$ cat src/u8u16_pkg.sv
// Shared types and constants for the UTF-8 to UTF-16 transcoder.
package u8u16_pkg;

    // Result kinds carried on the master tuser
    typedef enum logic [1:0] {
        KIND_DATA     = 2'd0,
        KIND_DONE     = 2'd1,
        KIND_INVALID  = 2'd2,
        KIND_OVERFLOW = 2'd3
    } kind_t;

    // Register map
    localparam logic        REG_CAPACITY   = 1'b0;
    localparam logic [15:0] CAPACITY_RESET = 16'hFFFF;

    // Code point limits
    localparam logic [20:0] SURR_LO   = 21'h00D800;
    localparam logic [20:0] SURR_END  = 21'h00E000;
    localparam logic [20:0] BMP_END   = 21'h010000;
    localparam logic [20:0] CP_MAX    = 21'h10FFFF;
    localparam logic [15:0] HI_SURR   = 16'hD800;
    localparam logic [15:0] LO_SURR   = 16'hDC00;

    // Per-string decoder state
    typedef struct packed {
        logic [20:0] code_accum;
        logic [1:0]  bytes_pending;
        logic [15:0] word_count;
        logic        discarding;
    } dec_state_t;

    // One result beat
    typedef struct packed {
        logic [15:0] code_unit;
        kind_t       kind;
        logic [15:0] words_done;
        logic        last_of_run;
    } result_t;

endpackage

$ cat src/u8u16_step.sv
// Decoder step: next state and up to two result beats for one input byte.
module u8u16_step
    import u8u16_pkg::*;
(
    input  logic [7:0]  in_byte,
    input  dec_state_t  st,
    input  logic [15:0] capacity,
    output dec_state_t  st_next,
    output logic [1:0]  res_cnt,
    output result_t     res0,
    output result_t     res1
);

    logic [20:0] acc_shift;
    logic [1:0]  pend_dec;
    logic [20:0] pair_off;
    logic        cp_bad;
    logic        room_one;
    logic        room_two;

    // Accumulated code point after a continuation byte
    assign acc_shift = {st.code_accum[14:0], in_byte[5:0]};
    assign pend_dec  = st.bytes_pending - 2'd1;
    assign pair_off  = acc_shift - BMP_END;
    assign cp_bad    = ((acc_shift >= SURR_LO) && (acc_shift < SURR_END))
                       || (acc_shift == 21'd0) || (acc_shift > CP_MAX);
    assign room_one  = st.word_count < capacity;
    assign room_two  = ({1'b0, st.word_count} + 17'd1) < {1'b0, capacity};

    always_comb
    begin
        st_next = st;
        res_cnt = 2'd0;
        res0    = '{code_unit: 16'd0, kind: KIND_DATA, words_done: 16'd0, last_of_run: 1'b1};
        res1    = res0;

        if (in_byte == 8'd0)
        begin
            // Terminator: report (unless discarding) and start a fresh string
            st_next = '0;
            if (st.discarding)
            begin
                res_cnt = 2'd0;
            end
            else if (st.bytes_pending != 2'd0)
            begin
                res0.kind = KIND_INVALID;
                res_cnt   = 2'd1;
            end
            else if (!room_one)
            begin
                res0.kind = KIND_OVERFLOW;
                res_cnt   = 2'd1;
            end
            else
            begin
                res0.kind       = KIND_DONE;
                res0.words_done = st.word_count;
                res_cnt         = 2'd1;
            end
        end
        else if (st.discarding)
        begin
            res_cnt = 2'd0;
        end
        else if (st.bytes_pending != 2'd0)
        begin
            // Continuation expected
            if (in_byte[7:6] != 2'b10)
            begin
                res0.kind             = KIND_INVALID;
                res_cnt               = 2'd1;
                st_next.discarding    = 1'b1;
                st_next.bytes_pending = 2'd0;
                st_next.code_accum    = 21'd0;
            end
            else if (pend_dec != 2'd0)
            begin
                st_next.code_accum    = acc_shift;
                st_next.bytes_pending = pend_dec;
            end
            else if (cp_bad || !room_one)
            begin
                res0.kind             = cp_bad ? KIND_INVALID : KIND_OVERFLOW;
                res_cnt               = 2'd1;
                st_next.discarding    = 1'b1;
                st_next.bytes_pending = 2'd0;
                st_next.code_accum    = 21'd0;
            end
            else if (acc_shift < BMP_END)
            begin
                res0.code_unit        = acc_shift[15:0];
                res_cnt               = 2'd1;
                st_next.code_accum    = acc_shift;
                st_next.bytes_pending = 2'd0;
                st_next.word_count    = st.word_count + 16'd1;
            end
            else if (!room_two)
            begin
                res0.kind             = KIND_OVERFLOW;
                res_cnt               = 2'd1;
                st_next.discarding    = 1'b1;
                st_next.bytes_pending = 2'd0;
                st_next.code_accum    = 21'd0;
            end
            else
            begin
                // Surrogate pair
                res0.code_unit        = HI_SURR + {6'd0, pair_off[19:10]};
                res0.last_of_run      = 1'b0;
                res1.code_unit        = LO_SURR + {6'd0, pair_off[9:0]};
                res_cnt               = 2'd2;
                st_next.code_accum    = acc_shift;
                st_next.bytes_pending = 2'd0;
                st_next.word_count    = st.word_count + 16'd2;
            end
        end
        else if (in_byte[7:3] == 5'b11110)
        begin
            st_next.code_accum    = {18'd0, in_byte[2:0]};
            st_next.bytes_pending = 2'd3;
        end
        else if (in_byte[7:4] == 4'b1110)
        begin
            st_next.code_accum    = {17'd0, in_byte[3:0]};
            st_next.bytes_pending = 2'd2;
        end
        else if (in_byte[7:5] == 3'b110)
        begin
            st_next.code_accum    = {16'd0, in_byte[4:0]};
            st_next.bytes_pending = 2'd1;
        end
        else if (in_byte[7])
        begin
            // Stray continuation or 11111xxx lead
            res0.kind             = KIND_INVALID;
            res_cnt               = 2'd1;
            st_next.discarding    = 1'b1;
            st_next.bytes_pending = 2'd0;
            st_next.code_accum    = 21'd0;
        end
        else if (!room_one)
        begin
            res0.kind             = KIND_OVERFLOW;
            res_cnt               = 2'd1;
            st_next.discarding    = 1'b1;
            st_next.bytes_pending = 2'd0;
            st_next.code_accum    = 21'd0;
        end
        else
        begin
            // Plain ASCII
            res0.code_unit     = {8'd0, in_byte};
            res_cnt            = 2'd1;
            st_next.word_count = st.word_count + 16'd1;
        end
    end

endmodule

$ cat src/u8u16_fifo.sv
// Four-entry result queue taking up to two beats in and one beat out per cycle.
module u8u16_fifo
    import u8u16_pkg::*;
(
    input  logic       clk,
    input  logic       rst_n,
    input  logic [1:0] push_cnt,
    input  result_t    push0,
    input  result_t    push1,
    input  logic       pop,
    output logic       room2,
    output logic       head_valid,
    output result_t    head
);

    result_t    entry_reg [4];
    logic [1:0] wr_ptr_reg;
    logic [1:0] wr_ptr_next;
    logic [1:0] rd_ptr_reg;
    logic [1:0] rd_ptr_next;
    logic [2:0] count_reg;
    logic [2:0] count_next;
    logic [1:0] wr_ptr_inc;

    assign wr_ptr_inc = wr_ptr_reg + 2'd1;
    assign room2      = count_reg <= 3'd2;
    assign head_valid = count_reg != 3'd0;
    assign head       = entry_reg[rd_ptr_reg];

    // Pointer and fill bookkeeping
    always_comb
    begin
        wr_ptr_next = wr_ptr_reg + push_cnt;
        rd_ptr_next = rd_ptr_reg + {1'b0, pop};
        count_next  = count_reg + {1'b0, push_cnt} - {2'd0, pop};
    end

    always_ff @(posedge clk or negedge rst_n)
    begin
        if (!rst_n)
        begin
            wr_ptr_reg <= 2'd0;
            rd_ptr_reg <= 2'd0;
            count_reg  <= 3'd0;
        end
        else
        begin
            wr_ptr_reg <= wr_ptr_next;
            rd_ptr_reg <= rd_ptr_next;
            count_reg  <= count_next;
        end
    end

    // Payload storage
    always_ff @(posedge clk)
    begin
        if (push_cnt != 2'd0)
        begin
            entry_reg[wr_ptr_reg] <= push0;
        end
        if (push_cnt == 2'd2)
        begin
            entry_reg[wr_ptr_inc] <= push1;
        end
    end

endmodule

$ cat src/utf8_to_utf16_transcoder_core.sv
// Top level of the UTF-8 to UTF-16 transcoder: config register, decoder state, result queue.
//
//  Channel | Dir | Beat contents
//  --------+-----+---------------------------------------------------------
//  s_*     | in  | tdata[7:0] in_byte
//  m_*     | out | tdata[15:0] code_unit, [31:16] words_done; tuser kind; tlast last_of_run
//  APB     | in  | reg 0 at byte address 0: capacity_words[15:0]
//
//  One byte is taken per cycle while s_tready is high; each byte is decoded in the cycle it is
//  taken and its beats are registered in the queue, behind any beats already there. A surrogate
//  pair leaves as two beats but takes four input bytes, so with m_tready held high the
//  queue stays at two beats or fewer and the input never stalls.
//  s_tready is high while the queue holds two beats or fewer; m_tready stalls back up into it.
//  Reset: capacity 65535, decoder state cleared, queue empty.
module utf8_to_utf16_transcoder_core
    import u8u16_pkg::*;
(
    input  logic        clk,
    input  logic        rst_n,
    // Input stream
    input  logic        s_tvalid,
    output logic        s_tready,
    input  logic [7:0]  s_tdata,   // [7:0] in_byte
    // Output stream
    output logic        m_tvalid,
    input  logic        m_tready,
    output logic [31:0] m_tdata,   // [15:0] code_unit, [31:16] words_done
    output logic [1:0]  m_tuser,   // [1:0] kind
    output logic        m_tlast,   // last_of_run
    // Configuration
    input  logic        psel,
    input  logic        penable,
    input  logic        pwrite,
    input  logic [2:0]  paddr,
    input  logic [31:0] pwdata,
    output logic [31:0] prdata,
    output logic        pready
);

    logic [15:0] capacity_reg;
    dec_state_t  state_reg;
    dec_state_t  state_next;
    dec_state_t  step_state;
    logic [1:0]  step_cnt;
    logic [1:0]  push_cnt;
    result_t     res0;
    result_t     res1;
    result_t     head;
    logic        in_beat;

    assign pready  = 1'b1;
    assign in_beat = s_tvalid && s_tready;

    // Configuration register
    always_ff @(posedge clk or negedge rst_n)
    begin
        if (!rst_n)
        begin
            capacity_reg <= CAPACITY_RESET;
        end
        else if (psel && penable && pwrite && (paddr[2] == REG_CAPACITY))
        begin
            capacity_reg <= pwdata[15:0];
        end
    end

    assign prdata = (paddr[2] == REG_CAPACITY) ? {16'd0, capacity_reg} : 32'd0;

    // Decoder
    u8u16_step u_step (
        .in_byte  (s_tdata),
        .st       (state_reg),
        .capacity (capacity_reg),
        .st_next  (step_state),
        .res_cnt  (step_cnt),
        .res0     (res0),
        .res1     (res1)
    );

    assign state_next = in_beat ? step_state : state_reg;
    assign push_cnt   = in_beat ? step_cnt : 2'd0;

    always_ff @(posedge clk or negedge rst_n)
    begin
        if (!rst_n)
        begin
            state_reg <= '0;
        end
        else
        begin
            state_reg <= state_next;
        end
    end

    // Result queue
    u8u16_fifo u_fifo (
        .clk        (clk),
        .rst_n      (rst_n),
        .push_cnt   (push_cnt),
        .push0      (res0),
        .push1      (res1),
        .pop        (m_tvalid && m_tready),
        .room2      (s_tready),
        .head_valid (m_tvalid),
        .head       (head)
    );

    assign m_tdata = {head.words_done, head.code_unit};
    assign m_tuser = head.kind;
    assign m_tlast = head.last_of_run;

endmodule

$ cat config.mk
export PLATFORM = sky130hd
export DESIGN_NAME = utf8_to_utf16_transcoder_core
export DESIGN_NICKNAME = d
export VERILOG_FILES = /design/src/u8u16_pkg.sv /design/src/u8u16_step.sv /design/src/u8u16_fifo.sv /design/src/utf8_to_utf16_transcoder_core.sv
export SDC_FILE = /design/constraint.sdc
export NUM_CORES = 1
export LEC_CHECK = 0
export ABC_CLOCK_PERIOD_IN_PS = 7000
export BUFFER_PORTS_ARGS = -buffer_cell sky130_fd_sc_hd__clkbuf_2
export CORE_MARGIN = 3
export CORE_UTILIZATION = 60
export DETAILED_ROUTE_END_ITERATION = 10
export GPL_ROUTABILITY_DRIVEN = 1
export GPL_TIMING_DRIVEN = 0
export PLACE_DENSITY_LB_ADDON = 0.05
export SLEW_MARGIN = 20
export SYNTH_ARGS = -nofsm -noshare
export SYNTH_HDL_FRONTEND = slang
export SYNTH_SLANG_ARGS = --single-unit
$ cat constraint.sdc
create_clock -name clk -period 7 [get_ports clk]
set_clock_uncertainty 0.2 [all_clocks]
set_input_delay 0 -clock clk [delete_from_list [all_inputs] [get_ports clk]]
set_output_delay 0 -clock clk [all_outputs]
set_load 0.03 [all_outputs]
==> impl_metrics.tcl <==
set metrics [dict create \
    outcome "completed" \
    synth_edf_count 60 \
    crit_family "simple AND/OR/NAND/NOR gates" \
    first_pass_iters 6 \
    synth_flop_cell "dfxtp_1" \
    timing.final.ws_setup_ns 0.845 \
    seq_area_frac_synth 0.471 \
    drive_gt1_frac 0.215 \
    hold_viol_final 0 \
    finalCoreUtilization 0.723 \
    worstPathMaxFanout 16 \
    synth.area.top_cells "edfxtp_1 (17%), dfxtp_1 (16%), dfrtp_1 (10%)" \
    power.leakage_nw 4.92 \
    p_per_area_nw_per_um2 284 \
    path_class "reg2reg" \
    peakVddDrop_uv 219 \
    wirelength_mm 28.2 \
    rrSetupSlack_ns 0.85 \
    yosys.cell_types.count 69 \
    crit_path_end_kind "register" \
    yosysMostFrequentCell "a22o_1" \
    crit_top_cell "nor3_1" \
    cts_resized 0 \
    ant_nets 0 \
    yosys_warnings 0 \
    numCtsBuffers 17 \
    largest_reg_flops 140 \
    port-buffer-count 82 \
    rsz0062_at_grt "no" \
    overflow 0 \
    pre_cts_slack_ns 0.985 \
    min_path_type "in2reg" \
    min_period_ns 6.15 \
    num_antenna_cells 0 \
    clock_path_buffers 2 \
    grt_pass1_wl_mm 44.2 \
    path_clk_slew_ns 0.08 \
    cp_cell_sequence "ha_1 > nand3_1 > nor3_1 > and3_1 > nand2_1 > nor3_1 > xor2_1 > ha_1 > nand3_1 > nor3_1 > a2111oi_0 > o211ai_1 > nor2_1 > nand4_1 > and2_1 > buf_2 > inv_1" \
    dieArea_um2 18800 \
    maxCapViolCount 0 \
    num_rows 47 \
    die_y_um 137 \
    yosys.area.top_type "edfxtp_1" \
    grt_pass1_vias 8221 \
    drv_slew 0 \
    clk_latency_ns 0.44 \
    required_ns 6.87 \
    htreeDepth 4 \
    design.core.area_um2 16700 \
    boundaryPins 120 \
    crit_buf_inv 2 \
    grt_usage 0.307 \
    relSlewSlack 0.353 \
    syn_area_um2 10300 \
    drtIter0Drc 875 \
    nFillCells 1223 \
    synth_common_cells "a22o_1 (93), dfxtp_1 (80), nand2_1 (69), edfxtp_1 (60), nor2_1 (57)" \
    synth.top_cell.area_share 0.175 \
    max_freq_mhz 162 \
    arrival_ns 6.03 \
    die_x_um 137 \
    globalplace.congestion 0.937 \
    cts_tree "built" \
    vias_per_cell 6.38 \
    avgSynthCellArea_um2 11.0 \
    syn_inst 935 \
    dr_total_vias 8435 \
    drc 0 \
    dpl.hpwl_mm 19.5 \
    antenna_found_initial 0 \
    ys_ff_latch 197 \
    slowest_stage "dfrtp_1" \
    clock-sinks 197 \
    ctsHoldBuffers 38 \
    cts_setup_buffers 0 \
    worstSetupStartpointType "register" \
    synthArstFlopShare 0.289 \
    tightest_slew_ns 0.971 \
    cts_root_buffer "clkbuf_16" \
    nets 1182 \
    routedWlPerCell_um 21.4 \
    syn_to_final_growth_pct 17.2 \
    initial_core_util 0.617 \
    grt_max_degree 47 \
    fin_setup_tns_ns 0 \
    finalSetupViolations 0 \
    slowest_delay_ns 0.59 \
    fin_crit_sh 0.879 \
]
## worst min-delay path: stages
cell	delay [ns]
dlygate4sd3_1	0.52
clkbuf_2	0.09
mux2_2	0.13
## routing by layer
| layer | GRT usage | part of all wire |
|---|---|---|
| met1 | 0.444 | 0.43 |
| met2 | 0.466 | 0.45 |
| met3 | 0.0640 | 0.097 |
| met4 | 0.0942 | 0.020 |
| met5 | 0 | 0 |
## layout by cell type, fill, tap and decap left out, types with 17 or more instances in the layout
master	synthesis	final
a21oi_1	33	33
a22o_1	93	93
buf_4	20	20
clkbuf_1	36	36
clkbuf_16	0	18
clkbuf_2	1	82
conb_1	2	17
dfrtp_1	41	41
dfxtp_1	80	80
dlygate4sd3_1	0	38
edfxtp_1	60	60
ha_1	41	41
inv_1	35	35
mux2_2	17	17
mux4_2	35	35
nand2_1	69	69
nand3_1	22	22
nor2_1	57	57
o21ai_0	53	53
o2bb2ai_1	30	30
o31ai_1	18	18
## stage by stage
stage	total power (W)	std cells	instance area [um^2]	hold WS, ns
final	0.00343	1323	12100	0.126
after global routing	0.00358	1323	12100	0.128
after CTS	0.00342	1323	12100	0.114
after detailed placement	0.00239	1253	11100	-0.310
after global placement	0.00238	1252	11000	0.0346
after floorplan	0.00211	950	10400	-0.496
## where the power goes
group	internal [W]	switching [W]
combinational	0.000400	0.000676
sequential	0.00128	0.0000623
clock	0.000507	0.000507
total	0.00218	0.00125
## area by class of cell
type,instances,area (um^2),area share
Multi-Input combinational cell,636,4950,0.410
Sequential cell,197,4850,0.401
Timing Repair Buffer,121,821,0.0679
Clock buffer,18,450,0.0373
Buffer,82,427,0.0353
Tap cell,220,275,0.0228
Clock inverter,14,174,0.0144
Inverter,35,131,0.0109
## kinds of logic after synthesis
logic type | Yosys count | synth area share
flip-flops | 197 | 0.471
other | 2 | 0.000729
adder cells (fa/ha/maj) | 42 | 0.0517
AO/OA/AOI/OAI | 289 | 0.211
XOR/XNOR | 23 | 0.0195
buffers and inverters | 117 | 0.0542
AND/OR/NAND/NOR | 213 | 0.0969
multiplexers | 52 | 0.0951
## path summary, 6_finish.rpt
path / from / end / cells past startpoint
max reg2reg: state_reg[2] / u_fifo.entry_reg[3][24] / 17
min reg2reg: u_fifo.entry_reg[2][17] / u_fifo.entry_reg[2][17] / 1
min in group asynchronous: rst_n / state_reg[22] / 4
min: pwdata[6] / capacity_reg[6] / 3
max: state_reg[2] / u_fifo.entry_reg[3][24] / 17
max in group asynchronous: rst_n / state_reg[33] / 4
Power figures use the tool's default switching activity.
